==> src/hdl/crat_pkg.sv <==
// Shared constants, register codes and stage types for the color reading average threshold block.
package crat_pkg;

   localparam int WINDOW_LEN = 10;

   localparam int IN_W    = 16;
   localparam int VAL_W   = 17;
   localparam int THR_W   = 16;
   localparam int SCALE_W = 2;
   localparam int ADDR_W  = 4;
   localparam int DATA_W  = 32;

   localparam int MAG_W   = IN_W + $clog2(WINDOW_LEN);
   localparam int TOTAL_W = MAG_W + 1;
   localparam int AVG_K   = MAG_W + $clog2(WINDOW_LEN);
   localparam int AVG_M_W = MAG_W + 1;
   localparam int AVG_P_W = MAG_W + AVG_M_W;
   localparam logic [AVG_M_W-1:0] AVG_M =
      AVG_M_W'(((longint'(1) << AVG_K) + WINDOW_LEN - 1) / WINDOW_LEN);

   localparam logic [SCALE_W-1:0] PS_KEEP = 2'd0;
   localparam logic [SCALE_W-1:0] PS_LOW  = 2'd1;
   localparam logic [SCALE_W-1:0] PS_MID  = 2'd2;
   localparam logic [SCALE_W-1:0] PS_INV  = 2'd3;

   localparam logic [1:0] REG_POWER_SCALE   = 2'd0;
   localparam logic [1:0] REG_RAW_MODE      = 2'd1;
   localparam logic [1:0] REG_RED_THRESHOLD = 2'd2;

   localparam logic [SCALE_W-1:0] POWER_SCALE_RESET   = PS_MID;
   localparam logic signed [THR_W-1:0] THRESHOLD_RESET = 16'sd75;

   localparam int OP_W   = 18;
   localparam int MUL_W  = 19;
   localparam int PROD_W = OP_W + MUL_W;

   // x*100/160 = x*5/8
   localparam int LOW_K = 3;
   localparam logic [MUL_W-1:0] LOW_M = 19'd5;
   // x*100/1400 = x/14
   localparam int MID_K = 20;
   localparam logic [MUL_W-1:0] MID_M = MUL_W'(((longint'(1) << MID_K) + 13) / 14);
   // (x-1200)*100/(25-1200) = -((x-1200)*4/47)
   localparam int INV_K = 24;
   localparam logic [MUL_W-1:0] INV_M = MUL_W'(((longint'(1) << INV_K) + 46) / 47);
   localparam logic signed [VAL_W-1:0] INV_BASE = 17'sd1200;

   typedef struct packed {
      logic                    valid;
      logic signed [VAL_W-1:0] scaled;
   } sample_type;

   typedef struct packed {
      logic                      valid;
      logic signed [VAL_W-1:0]   scaled;
      logic signed [TOTAL_W-1:0] total;
   } sum_type;

endpackage

==> src/hdl/crat_scale.sv <==
// Reading scaler: reciprocal multiply stage, then shift, sign and keep/raw selection.
module crat_scale (
   input  logic                           clock,
   input  logic                           reset,
   input  logic                           advance,
   input  logic                           req_valid,
   input  logic [crat_pkg::IN_W-1:0]      raw_reading,
   input  logic [crat_pkg::SCALE_W-1:0]   power_scale,
   input  logic                           raw_mode,
   output crat_pkg::sample_type           sample
);
   import crat_pkg::*;

   logic                    valid_ff;
   logic                    raw_ff;
   logic [SCALE_W-1:0]      scale_ff;
   logic                    neg_ff;
   logic [IN_W-1:0]         reading_ff;
   logic [PROD_W-1:0]       prod_ff;
   logic signed [VAL_W-1:0] last_ff;

   logic signed [VAL_W-1:0] diff;
   logic [IN_W-1:0]         diff_mag;
   logic [OP_W-1:0]         op_in;
   logic [MUL_W-1:0]        mul_in;
   logic [PROD_W-1:0]       prod_in;
   logic                    neg_in;
   logic [VAL_W-1:0]        quot;
   logic signed [VAL_W-1:0] value;

   always_comb begin
      diff     = $signed({1'b0, raw_reading}) - INV_BASE;
      diff_mag = diff[VAL_W-1] ? IN_W'(-diff) : IN_W'(diff);
      neg_in   = (power_scale == PS_INV) && !diff[VAL_W-1] && (diff != '0);
      case (power_scale)
         PS_LOW: begin
            op_in  = OP_W'(raw_reading);
            mul_in = LOW_M;
         end
         PS_MID: begin
            op_in  = OP_W'(raw_reading);
            mul_in = MID_M;
         end
         PS_INV: begin
            op_in  = {diff_mag, 2'b00};
            mul_in = INV_M;
         end
         default: begin
            op_in  = OP_W'(raw_reading);
            mul_in = '0;
         end
      endcase
      prod_in = PROD_W'(op_in) * PROD_W'(mul_in);
   end

   always_ff @(posedge clock) begin
      if (reset) begin
         valid_ff <= 1'b0;
      end else if (advance) begin
         valid_ff <= req_valid;
      end
   end

   always_ff @(posedge clock) begin
      if (advance) begin
         raw_ff     <= raw_mode;
         scale_ff   <= power_scale;
         neg_ff     <= neg_in;
         reading_ff <= raw_reading;
         prod_ff    <= prod_in;
      end
   end

   always_comb begin
      case (scale_ff)
         PS_LOW:  quot = VAL_W'(prod_ff >> LOW_K);
         PS_MID:  quot = VAL_W'(prod_ff >> MID_K);
         PS_INV:  quot = VAL_W'(prod_ff >> INV_K);
         default: quot = '0;
      endcase
      if (raw_ff) begin
         value = $signed({1'b0, reading_ff});
      end else if (scale_ff == PS_KEEP) begin
         value = last_ff;
      end else if (neg_ff) begin
         value = -$signed(quot);
      end else begin
         value = $signed(quot);
      end
   end

   always_ff @(posedge clock) begin
      if (reset) begin
         last_ff <= '0;
      end else if (valid_ff && advance) begin
         last_ff <= value;
      end
   end

   assign sample.valid  = valid_ff;
   assign sample.scaled = value;

endmodule

==> src/hdl/crat_cell.sv <==
// One window cell: holds a stored value and hands it to the next cell on each shift.
module crat_cell (
   input  logic                                clock,
   input  logic                                reset,
   input  logic                                shift,
   input  logic signed [crat_pkg::VAL_W-1:0]   value_in,
   output logic signed [crat_pkg::VAL_W-1:0]   value_out
);
   import crat_pkg::*;

   logic signed [VAL_W-1:0] value_ff;

   always_ff @(posedge clock) begin
      if (reset) begin
         value_ff <= '0;
      end else if (shift) begin
         value_ff <= value_in;
      end
   end

   assign value_out = value_ff;

endmodule

==> src/hdl/crat_window.sv <==
// Moving window: chain of cells with a running total of their contents.
module crat_window (
   input  logic                 clock,
   input  logic                 reset,
   input  logic                 advance,
   input  crat_pkg::sample_type sample,
   output crat_pkg::sum_type    sum
);
   import crat_pkg::*;

   logic signed [VAL_W-1:0]   tap [WINDOW_LEN];
   logic                      shift;
   logic signed [TOTAL_W-1:0] total_ff;
   logic signed [TOTAL_W-1:0] total_in;
   logic                      valid_ff;
   logic signed [VAL_W-1:0]   scaled_ff;

   assign shift = sample.valid && advance;

   crat_cell u_head (
      .clock     (clock),
      .reset     (reset),
      .shift     (shift),
      .value_in  (sample.scaled),
      .value_out (tap[0])
   );

   for (genvar i = 1; i < WINDOW_LEN; i++) begin : g_cell
      crat_cell u_cell (
         .clock     (clock),
         .reset     (reset),
         .shift     (shift),
         .value_in  (tap[i-1]),
         .value_out (tap[i])
      );
   end

   assign total_in = total_ff + TOTAL_W'(sample.scaled) - TOTAL_W'(tap[WINDOW_LEN-1]);

   always_ff @(posedge clock) begin
      if (reset) begin
         total_ff <= '0;
         valid_ff <= 1'b0;
      end else if (advance) begin
         valid_ff <= sample.valid;
         if (sample.valid) begin
            total_ff <= total_in;
         end
      end
   end

   always_ff @(posedge clock) begin
      if (advance) begin
         scaled_ff <= sample.scaled;
      end
   end

   assign sum.valid  = valid_ff;
   assign sum.scaled = scaled_ff;
   assign sum.total  = total_ff;

endmodule

==> src/hdl/crat_average.sv <==
// Average and threshold: reciprocal multiply of the total, then sign, compare and output register.
module crat_average (
   input  logic                                clock,
   input  logic                                reset,
   input  logic                                advance,
   input  crat_pkg::sum_type                   sum,
   input  logic signed [crat_pkg::THR_W-1:0]   red_threshold,
   output logic                                rsp_valid,
   output logic                                is_red,
   output logic signed [crat_pkg::VAL_W-1:0]   average,
   output logic signed [crat_pkg::VAL_W-1:0]   scaled_value
);
   import crat_pkg::*;

   logic [MAG_W-1:0]          mag;
   logic [AVG_P_W-1:0]        prod_in;
   logic                      valid_ff;
   logic                      neg_ff;
   logic signed [VAL_W-1:0]   scaled_ff;
   logic [AVG_P_W-1:0]        prod_ff;

   logic [MAG_W-1:0]          avg_mag;
   logic signed [TOTAL_W-1:0] avg;
   logic                      red_in;

   logic                      out_valid_ff;
   logic                      red_ff;
   logic signed [VAL_W-1:0]   average_ff;
   logic signed [VAL_W-1:0]   out_scaled_ff;

   assign mag     = sum.total[TOTAL_W-1] ? MAG_W'(-sum.total) : MAG_W'(sum.total);
   assign prod_in = AVG_P_W'(mag) * AVG_P_W'(AVG_M);

   always_ff @(posedge clock) begin
      if (reset) begin
         valid_ff     <= 1'b0;
         out_valid_ff <= 1'b0;
      end else if (advance) begin
         valid_ff     <= sum.valid;
         out_valid_ff <= valid_ff;
      end
   end

   always_ff @(posedge clock) begin
      if (advance) begin
         neg_ff    <= sum.total[TOTAL_W-1];
         scaled_ff <= sum.scaled;
         prod_ff   <= prod_in;
      end
   end

   always_comb begin
      avg_mag = MAG_W'(prod_ff >> AVG_K);
      if (neg_ff) begin
         avg = -$signed({1'b0, avg_mag});
      end else begin
         avg = $signed({1'b0, avg_mag});
      end
      red_in = avg > TOTAL_W'(red_threshold);
   end

   always_ff @(posedge clock) begin
      if (advance) begin
         red_ff        <= red_in;
         average_ff    <= VAL_W'(avg);
         out_scaled_ff <= scaled_ff;
      end
   end

   assign rsp_valid    = out_valid_ff;
   assign is_red       = red_ff;
   assign average      = average_ff;
   assign scaled_value = out_scaled_ff;

endmodule

==> src/hdl/color_reading_average_threshold.sv <==
// Top level of the color reading moving average threshold detector.
//
//   channel  direction  handshake          payload
//   req      in         tvalid/tready      tdata[15:0] raw_reading
//   rsp      out        tvalid/tready      tdata: average, scaled_value; tuser: is_red
//   csr      in         psel/penable/pwrite registers power_scale, raw_mode, red_threshold
//
// One request per cycle unless a result waits on rsp_tready; a result passes through four registered stages.
// The four stages are scale multiply, scale select plus window update,
// average multiply, and the output register.
// All stages hold together while a result waits on rsp_tready.
// Reset clears the window cells, the running total and the pipeline.
module color_reading_average_threshold (
   input  logic                              clock,
   input  logic                              reset,
   input  logic                              req_tvalid,
   output logic                              req_tready,
   input  logic [15:0]                       req_tdata,   // [15:0] raw_reading
   output logic                              rsp_tvalid,
   input  logic                              rsp_tready,
   output logic [39:0]                       rsp_tdata,   // [16:0] average, [33:17] scaled_value
   output logic                              rsp_tuser,   // [0] is_red
   input  logic                              csr_psel,
   input  logic                              csr_penable,
   input  logic                              csr_pwrite,
   input  logic [crat_pkg::ADDR_W-1:0]       csr_paddr,
   input  logic [crat_pkg::DATA_W-1:0]       csr_pwdata,
   output logic [crat_pkg::DATA_W-1:0]       csr_prdata,
   output logic                              csr_pready
);
   import crat_pkg::*;

   logic [SCALE_W-1:0]      power_scale_ff;
   logic                    raw_mode_ff;
   logic signed [THR_W-1:0] red_threshold_ff;
   logic                    csr_write;
   logic [1:0]              csr_index;

   logic                    advance;
   sample_type              sample;
   sum_type                 sum;
   logic                    is_red;
   logic signed [VAL_W-1:0] average;
   logic signed [VAL_W-1:0] scaled_value;

   assign csr_pready = 1'b1;
   assign csr_index  = csr_paddr[3:2];
   assign csr_write  = csr_psel && csr_penable && csr_pwrite && csr_pready;

   always_ff @(posedge clock) begin
      if (reset) begin
         power_scale_ff   <= POWER_SCALE_RESET;
         raw_mode_ff      <= 1'b0;
         red_threshold_ff <= THRESHOLD_RESET;
      end else if (csr_write) begin
         case (csr_index)
            REG_POWER_SCALE:   power_scale_ff   <= csr_pwdata[SCALE_W-1:0];
            REG_RAW_MODE:      raw_mode_ff      <= csr_pwdata[0];
            REG_RED_THRESHOLD: red_threshold_ff <= $signed(csr_pwdata[THR_W-1:0]);
            default: ;
         endcase
      end
   end

   always_comb begin
      case (csr_index)
         REG_POWER_SCALE:   csr_prdata = DATA_W'(power_scale_ff);
         REG_RAW_MODE:      csr_prdata = DATA_W'(raw_mode_ff);
         REG_RED_THRESHOLD: csr_prdata = DATA_W'(unsigned'(red_threshold_ff));
         default:           csr_prdata = '0;
      endcase
   end

   assign advance    = !rsp_tvalid || rsp_tready;
   assign req_tready = advance;

   crat_scale u_scale (
      .clock       (clock),
      .reset       (reset),
      .advance     (advance),
      .req_valid   (req_tvalid),
      .raw_reading (req_tdata),
      .power_scale (power_scale_ff),
      .raw_mode    (raw_mode_ff),
      .sample      (sample)
   );

   crat_window u_window (
      .clock   (clock),
      .reset   (reset),
      .advance (advance),
      .sample  (sample),
      .sum     (sum)
   );

   crat_average u_average (
      .clock         (clock),
      .reset         (reset),
      .advance       (advance),
      .sum           (sum),
      .red_threshold (red_threshold_ff),
      .rsp_valid     (rsp_tvalid),
      .is_red        (is_red),
      .average       (average),
      .scaled_value  (scaled_value)
   );

   assign rsp_tdata = {6'b0, scaled_value, average};
   assign rsp_tuser = is_red;

endmodule

==> config.mk <==
export PLATFORM = sky130hd
export DESIGN_NAME = color_reading_average_threshold
export DESIGN_NICKNAME = d
export VERILOG_FILES = /design/src/hdl/crat_pkg.sv /design/src/hdl/crat_scale.sv /design/src/hdl/crat_cell.sv /design/src/hdl/crat_window.sv /design/src/hdl/crat_average.sv /design/src/hdl/color_reading_average_threshold.sv
export SDC_FILE = /design/constraint.sdc
export NUM_CORES = 2
export LEC_CHECK = 0
export BUFFER_PORTS_ARGS = -buffer_cell sky130_fd_sc_hd__buf_4
export CAP_MARGIN = 0
export CELL_PAD_IN_SITES_DETAIL_PLACEMENT = 0
export CELL_PAD_IN_SITES_GLOBAL_PLACEMENT = 1
export CORE_MARGIN = 1
export CORE_UTILIZATION = 50
export DETAILED_ROUTE_END_ITERATION = 12
export GPL_ROUTABILITY_DRIVEN = 0
export PLACE_DENSITY = 0.91
export RECOVER_POWER = 100
export SLEW_MARGIN = 10
export SYNTH_ARGS = -nofsm -noshare
export SYNTH_HDL_FRONTEND = slang
export SYNTH_SLANG_ARGS = --single-unit
==> constraint.sdc <==
create_clock -name clock -period 10.33 [get_ports clock]
set_clock_uncertainty 0.05 [all_clocks]
set_input_delay 1.5495 -clock clock [delete_from_list [all_inputs] [get_ports clock]]
set_output_delay 1.5495 -clock clock [all_outputs]
set_load 0.02 [all_outputs]
* Yosys cells after proc, flatten, opt, wreduce, memory -nomap -nowiden
Index checks and enable logic that the tools add are counted.
** Word-level totals
- Register bits :: 381
- Latch bits :: 0
- Memory bits (writable) :: 0
- Bits in read-only memories :: 0
- Input bits :: 59
- Output and inout port bits :: 76
- Logic and storage cells :: 73
- Memories kept :: 0
** Cells by class
- Add/sub/neg operators :: 7
- Multiply operators :: 2
- Div/mod/pow operators :: 0
- Order comparisons :: 1
- Eq/ne operators :: 8
- Shift operators :: 0
- Mux-type cells :: 10
- Bitwise operators :: 0
- Reduce and logical (&&, ||, !) cells :: 15
** Operators by type and width (count)
- $pmux 19 s3 :: 1
- $mux 17 :: 3
- $pmux 17 s3 :: 1
- $pmux 16 s3 :: 1
- $mul 20x20->40 const B :: 1
- $mul 18x19->37 :: 1
- $add 21x17->21 :: 1
- $gt 21x16->1 :: 1
- $mux 21 :: 1
- $neg 17->21 :: 1
- $sub 21x17->21 :: 1
- $mux 20 :: 1
- $neg 20->20 :: 1
- $mux 18 :: 1
- $neg 17->17 :: 1
- $reduce_bool 17->1 :: 1
- $sub 16x11->17 const B :: 1
- $mux 16 :: 1
- $neg 16->16 :: 1
- $eq 2x2->1 const B :: 5
- $reduce_and 2->1 :: 4
- $eq 2x1->1 const B :: 3
- $logic_and 1x1->1 :: 5
- $logic_not 2->1 :: 2
- other kinds (2) :: 3

* Logic depth before layout (Yosys ltp)
- Word-level depth :: 8
- Gate-level depth with buffers :: 34
- Gate-level depth less buffers :: 31

* Modules after synthesis
Synthesis repeated with hierarchy kept, for this count alone.
** Unflattened totals
- Cell total of the unflattened synthesis :: 3431
- Area, all modules :: 34086.4 µm²
** By module, submodules not included
- crat_scale :: times used 1, cells an instance 1387, area each 12923.6 µm², seq. area each 1981.9 µm²
- crat_average :: times used 1, cells an instance 1022, area each 10806.6 µm², seq. area each 2142.1 µm²
- crat_cell :: times used 10, cells an instance 55, area each 614.3 µm², seq. area each 340.3 µm²
- crat_window :: times used 1, cells an instance 341, area each 3041.7 µm², seq. area each 950.9 µm²
- color_reading_average_threshold :: times used 1, cells an instance 131, area each 1171.1 µm², seq. area each 380.4 µm²

* Worst setup path after synthesis
Ideal clock, no wire load.
- Path type :: in2reg
- Start point :: input port req_tdata[4]
- End point :: register u_scale.prod_ff[36], data pin
- Library setup time :: 260 ps
- Data arrival time :: 8618 ps
- Data required time :: 10020 ps
- Path slack :: 1402 ps
- Cell stages on the path :: 27
- Buffers on the path :: 1
- Cell sequence :: ha_1 > clkbuf_1 > o21a_1 > o21ai_0 > nand3_1 > or3_1 > a21oi_1 > a21oi_1 > or2_2 > fa_1 > inv_1 > fa_1 > ha_1 > fa_1 > inv_1 > fa_1 > fa_1 > inv_1 > ha_1 > o21a_1 > nor2_1 > o31ai_1 > o21ai_0 > o31ai_1 > o41ai_1 > o21ai_0 > xnor2_1
** On the way
- Cells in the longest elaborated chain, start to end :: 5
** Ends and longest elaborated chain
- start, declared :: line color_reading_average_threshold.sv:18 : input logic [15:0] req_tdata,
- $sub 16x11->17 :: line crat_scale.sv:32 : diff = $signed({1'b0, raw_reading}) - INV_BASE;
- $neg 16->16 :: line crat_scale.sv:33 : diff_mag = diff[VAL_W-1] ? IN_W'(-diff) : IN_W'(diff);
- $mux 16 :: line crat_scale.sv:33
- $mux 18 (*) :: line crat_scale.sv:35 : case (power_scale)
- $mul 18x19->37 (*) :: line crat_scale.sv:53 : prod_in = PROD_W'(op_in) * PROD_W'(mul_in);
- named net u_scale.prod_in[36] :: line crat_scale.sv:26 : logic [PROD_W-1:0] prod_in;
- end signal, assigned :: line crat_scale.sv:70 : prod_ff <= prod_in;
- end, declared :: line crat_scale.sv:19 : logic [PROD_W-1:0] prod_ff;
Mark *: on every way through the listed nets, which the timed path passes. The rest lies on a longest branch.
A chain may end at the register's enable or synchronous reset.

* Worst setup path in the final report
- Start point :: input port req_tdata[4]
- End point :: register u_scale.prod_ff[35], data pin
The elaborated chain is that of the path after synthesis.

==> impl_results.md <==
* WP data required at 10560 ps
* Clk buf depth at 3
* Max Slew Vio Count at approximately 470
* Vias in the first global route at about 23000
* Final #Nets at approximately 4300
* Slew at the pin closest to its max-slew limit at between 5000 and 6000 ps
* Drt wl/cell at 16.0 um
* Drt pass-1 iters at 5
* Syn. warnings at 0
* FFs w/ async S/R, synth at 0%
* Slew headroom at -240%
* Worst Path Class, Setup: in2reg
* Max Fclk at ~110 MHz
* Initial antenna violation count at 0
* Slowest Stage Delay on Critical Path at slightly below 600 ps
* Worst Slack Setup Final at 901 ps
* Post-Syn Area per Cell at between 9 and 10 um2
* Shortest period the worst path allows at ~9400 ps
* Die ar. at around 0.065 mm2
* CTS root buf: clkbuf_16
* Die width at ~250 um
* Total I/O pin count at 135
* Via Count at 22400
* Register area share after synthesis at between 20% and 30%
* Final setup fails at 0
* CTS resizes at 0
* Failing checks: capacitance limit, slew limit
* Main synth FF type: dfxtp_1
* Status: complete, but fails checks
* DRC at 0
* Initial Util at 50.7%
* DP Area at about 0.034 mm2
* WHS at between 300 and 400 ps
* Post-route ant nets at 0
* CTS H-tree depth at 2
* CTS tree: done
* Top post-synthesis cells by area: fa_1 21%, ha_1 16%, dfxtp_1 13%
* Final period utilization at 91.3%
* Final Hold Fails at 0
* Post-synth EDFFs at around 140
* Startpoint types: input port
* Num CTS Buffers at 35
* Area grow syn2layout at 7.48%
* Pin count of the biggest net entering global routing at between 100 and 150
* Hold WC Path Type: reg2reg
* Setup TNS at 0 ps
* ANT cells at 0
* Hold-fix buffers at CTS at 0
* Maxcap violations at 6
* Seq cells post-synth at around 360
* Layout cells sized above 1 at approximately 4.1%
* Post-Layout Inst Area at 0.0344 mm2
* Place WS at 504 ps
* Post-CTS setup buffers at 0
* CTS sink count at between 300 and 400
* Post-synth cell types at 79
* Die extent in y at approximately 250 um
* Clk Latency, worst-skew pair at approximately 560 ps
* Yosys top cell area share at 21.5%
* Critical Path End Type: flop
* CTS clock-pin slew for the worst setup and hold paths at 60 ps
* Crit Path Max Fanout at 13
* Crit-path slowest cell: nor2_1
* RSZ-0062 raised after global routing: no
* WL final at 69.4 mm
* Core area at about 0.063 mm2
* Via-to-Cell Ratio at 5.15
* Dpl hpwl at 55.6 mm
* IO Port Bufs at 93
* Synth cell count leaders: 682 x inv_1, 473 x nand2_1, 414 x ha_1
* Grt total ovfl at 0
* First-pass GRT wire length at roughly 110 mm
* Detailed router's first-iteration violation count at between 1000 and 1500
* Count leader, synth: inv_1
* Most used cell, CP: fa_1
* Row cnt at roughly 90
* Gr usage total at between 20% and 30%
* Worst EP arrival at roughly 9700 ps
* Mapped Area at 0.0320 mm2
* Post-Syn Instances at 3412
* Dominant cell type by area after synthesis: fa_1
[state kept, by name, summed over array words and instances (netlist names), 2 cells and up]
signal and flops:
u_average.average 17, u_scale.prod_ff 34, red_threshold_ff 16, u_window.scaled_ff 17, u_scale.reading_ff 16, u_window.g_cell.u_cell.value_out 153, u_scale.scale_ff 2, u_window.total_ff 21
u_average.scaled_value 17, u_scale.last_ff 17, u_average.scaled_ff 17, u_average.prod_ff 17, power_scale_ff 2
[kinds of logic after synthesis]
group	Yosys count	synth area share (%)
buffers and inverters	816	9.94
adder cells (fa/ha/maj)	757	37.7
multiplexers	34	1.10
flip-flops	355	26.6
AO/OA/AOI/OAI	543	10.4
XOR/XNOR	118	3.23
other	2	0.0235
AND/OR/NAND/NOR	787	11.0
[worst max-delay path: cells and delay by family]
| kind | cells | cell delay [ps] |
|---|---|---|
| buffers and inverters | 6 | 590 |
| and+or+nand+nor | 4 | 1440 |
| AOI/OAI and AO/OA | 11 | 2310 |
| xor gates and xnor gates | 2 | 150 |
| adders and majority gates | 8 | 3600 |
[layout by cell type, fill, tap and decap left out, drive strengths merged, types with 6 or more instances in the layout]
master,n
a211oi,12
a21o,47
a21oi,277
a22oi,6
a31oi,9
and2,42
and3,13
buf,57
clkbuf,116
clkinv,12
conb,40
dfxtp,214
edfxtp,141
fa,343
ha,414
inv,685
mux2,9
mux2i,25
nand2,473
nand2b,16
nand3,27
nand4,15
nor2,92
nor2b,28
nor3,24
nor4,9
o211ai,11
o21a,16
o21ai,67
o21bai,8
o2bb2ai,8
o31a,7
o31ai,18
o41ai,12
or2,12
or3,11
or4,9
xnor2,93
xor2,25
[path summary, 6_finish.rpt]
path	start	endpoint	slack, ps	depth (start not counted)
setup / recovery	req_tdata[4]	u_scale.prod_ff[35]	900	31
hold / removal	u_window.scaled_ff[3]	u_average.scaled_ff[3]	370	0
setup reg to reg	u_window.total_ff[0]	u_average.prod_ff[40]	970	31
hold reg to reg	u_window.scaled_ff[3]	u_average.scaled_ff[3]	370	0
[per-layer routing]
metal,global-route usage (%),wire length [um],vias to the layer above
met5,0,0,-
met4,6.88,2100,0
met3,2.06,2840,120
met2,38.2,33600,482
met1,29.0,30900,10800
li1,-,-,11100
[stage by stage]
stage | instances | utilization [%]
final | 4351 | 54.5
after global routing | 4351 | 54.5
after floorplan | 3450 | -
after CTS | 4351 | 54.9
after detailed placement | 4288 | 53.1
after global placement | 4288 | 53.1
[layout make-up]
class,instances,area (um2)
Fill cell,5785,28700
Clock inverter,15,118
Tap cell,846,1060
Multi-Input combinational cell,2279,20400
Clock buffer,48,1010
Inverter,683,2560
Timing Repair Buffer,125,692
Sequential cell,355,8520
Power is left out: the tool's default activity adds up to more than one toggle a clock period on the data nets, which glitch-free logic cannot reach.
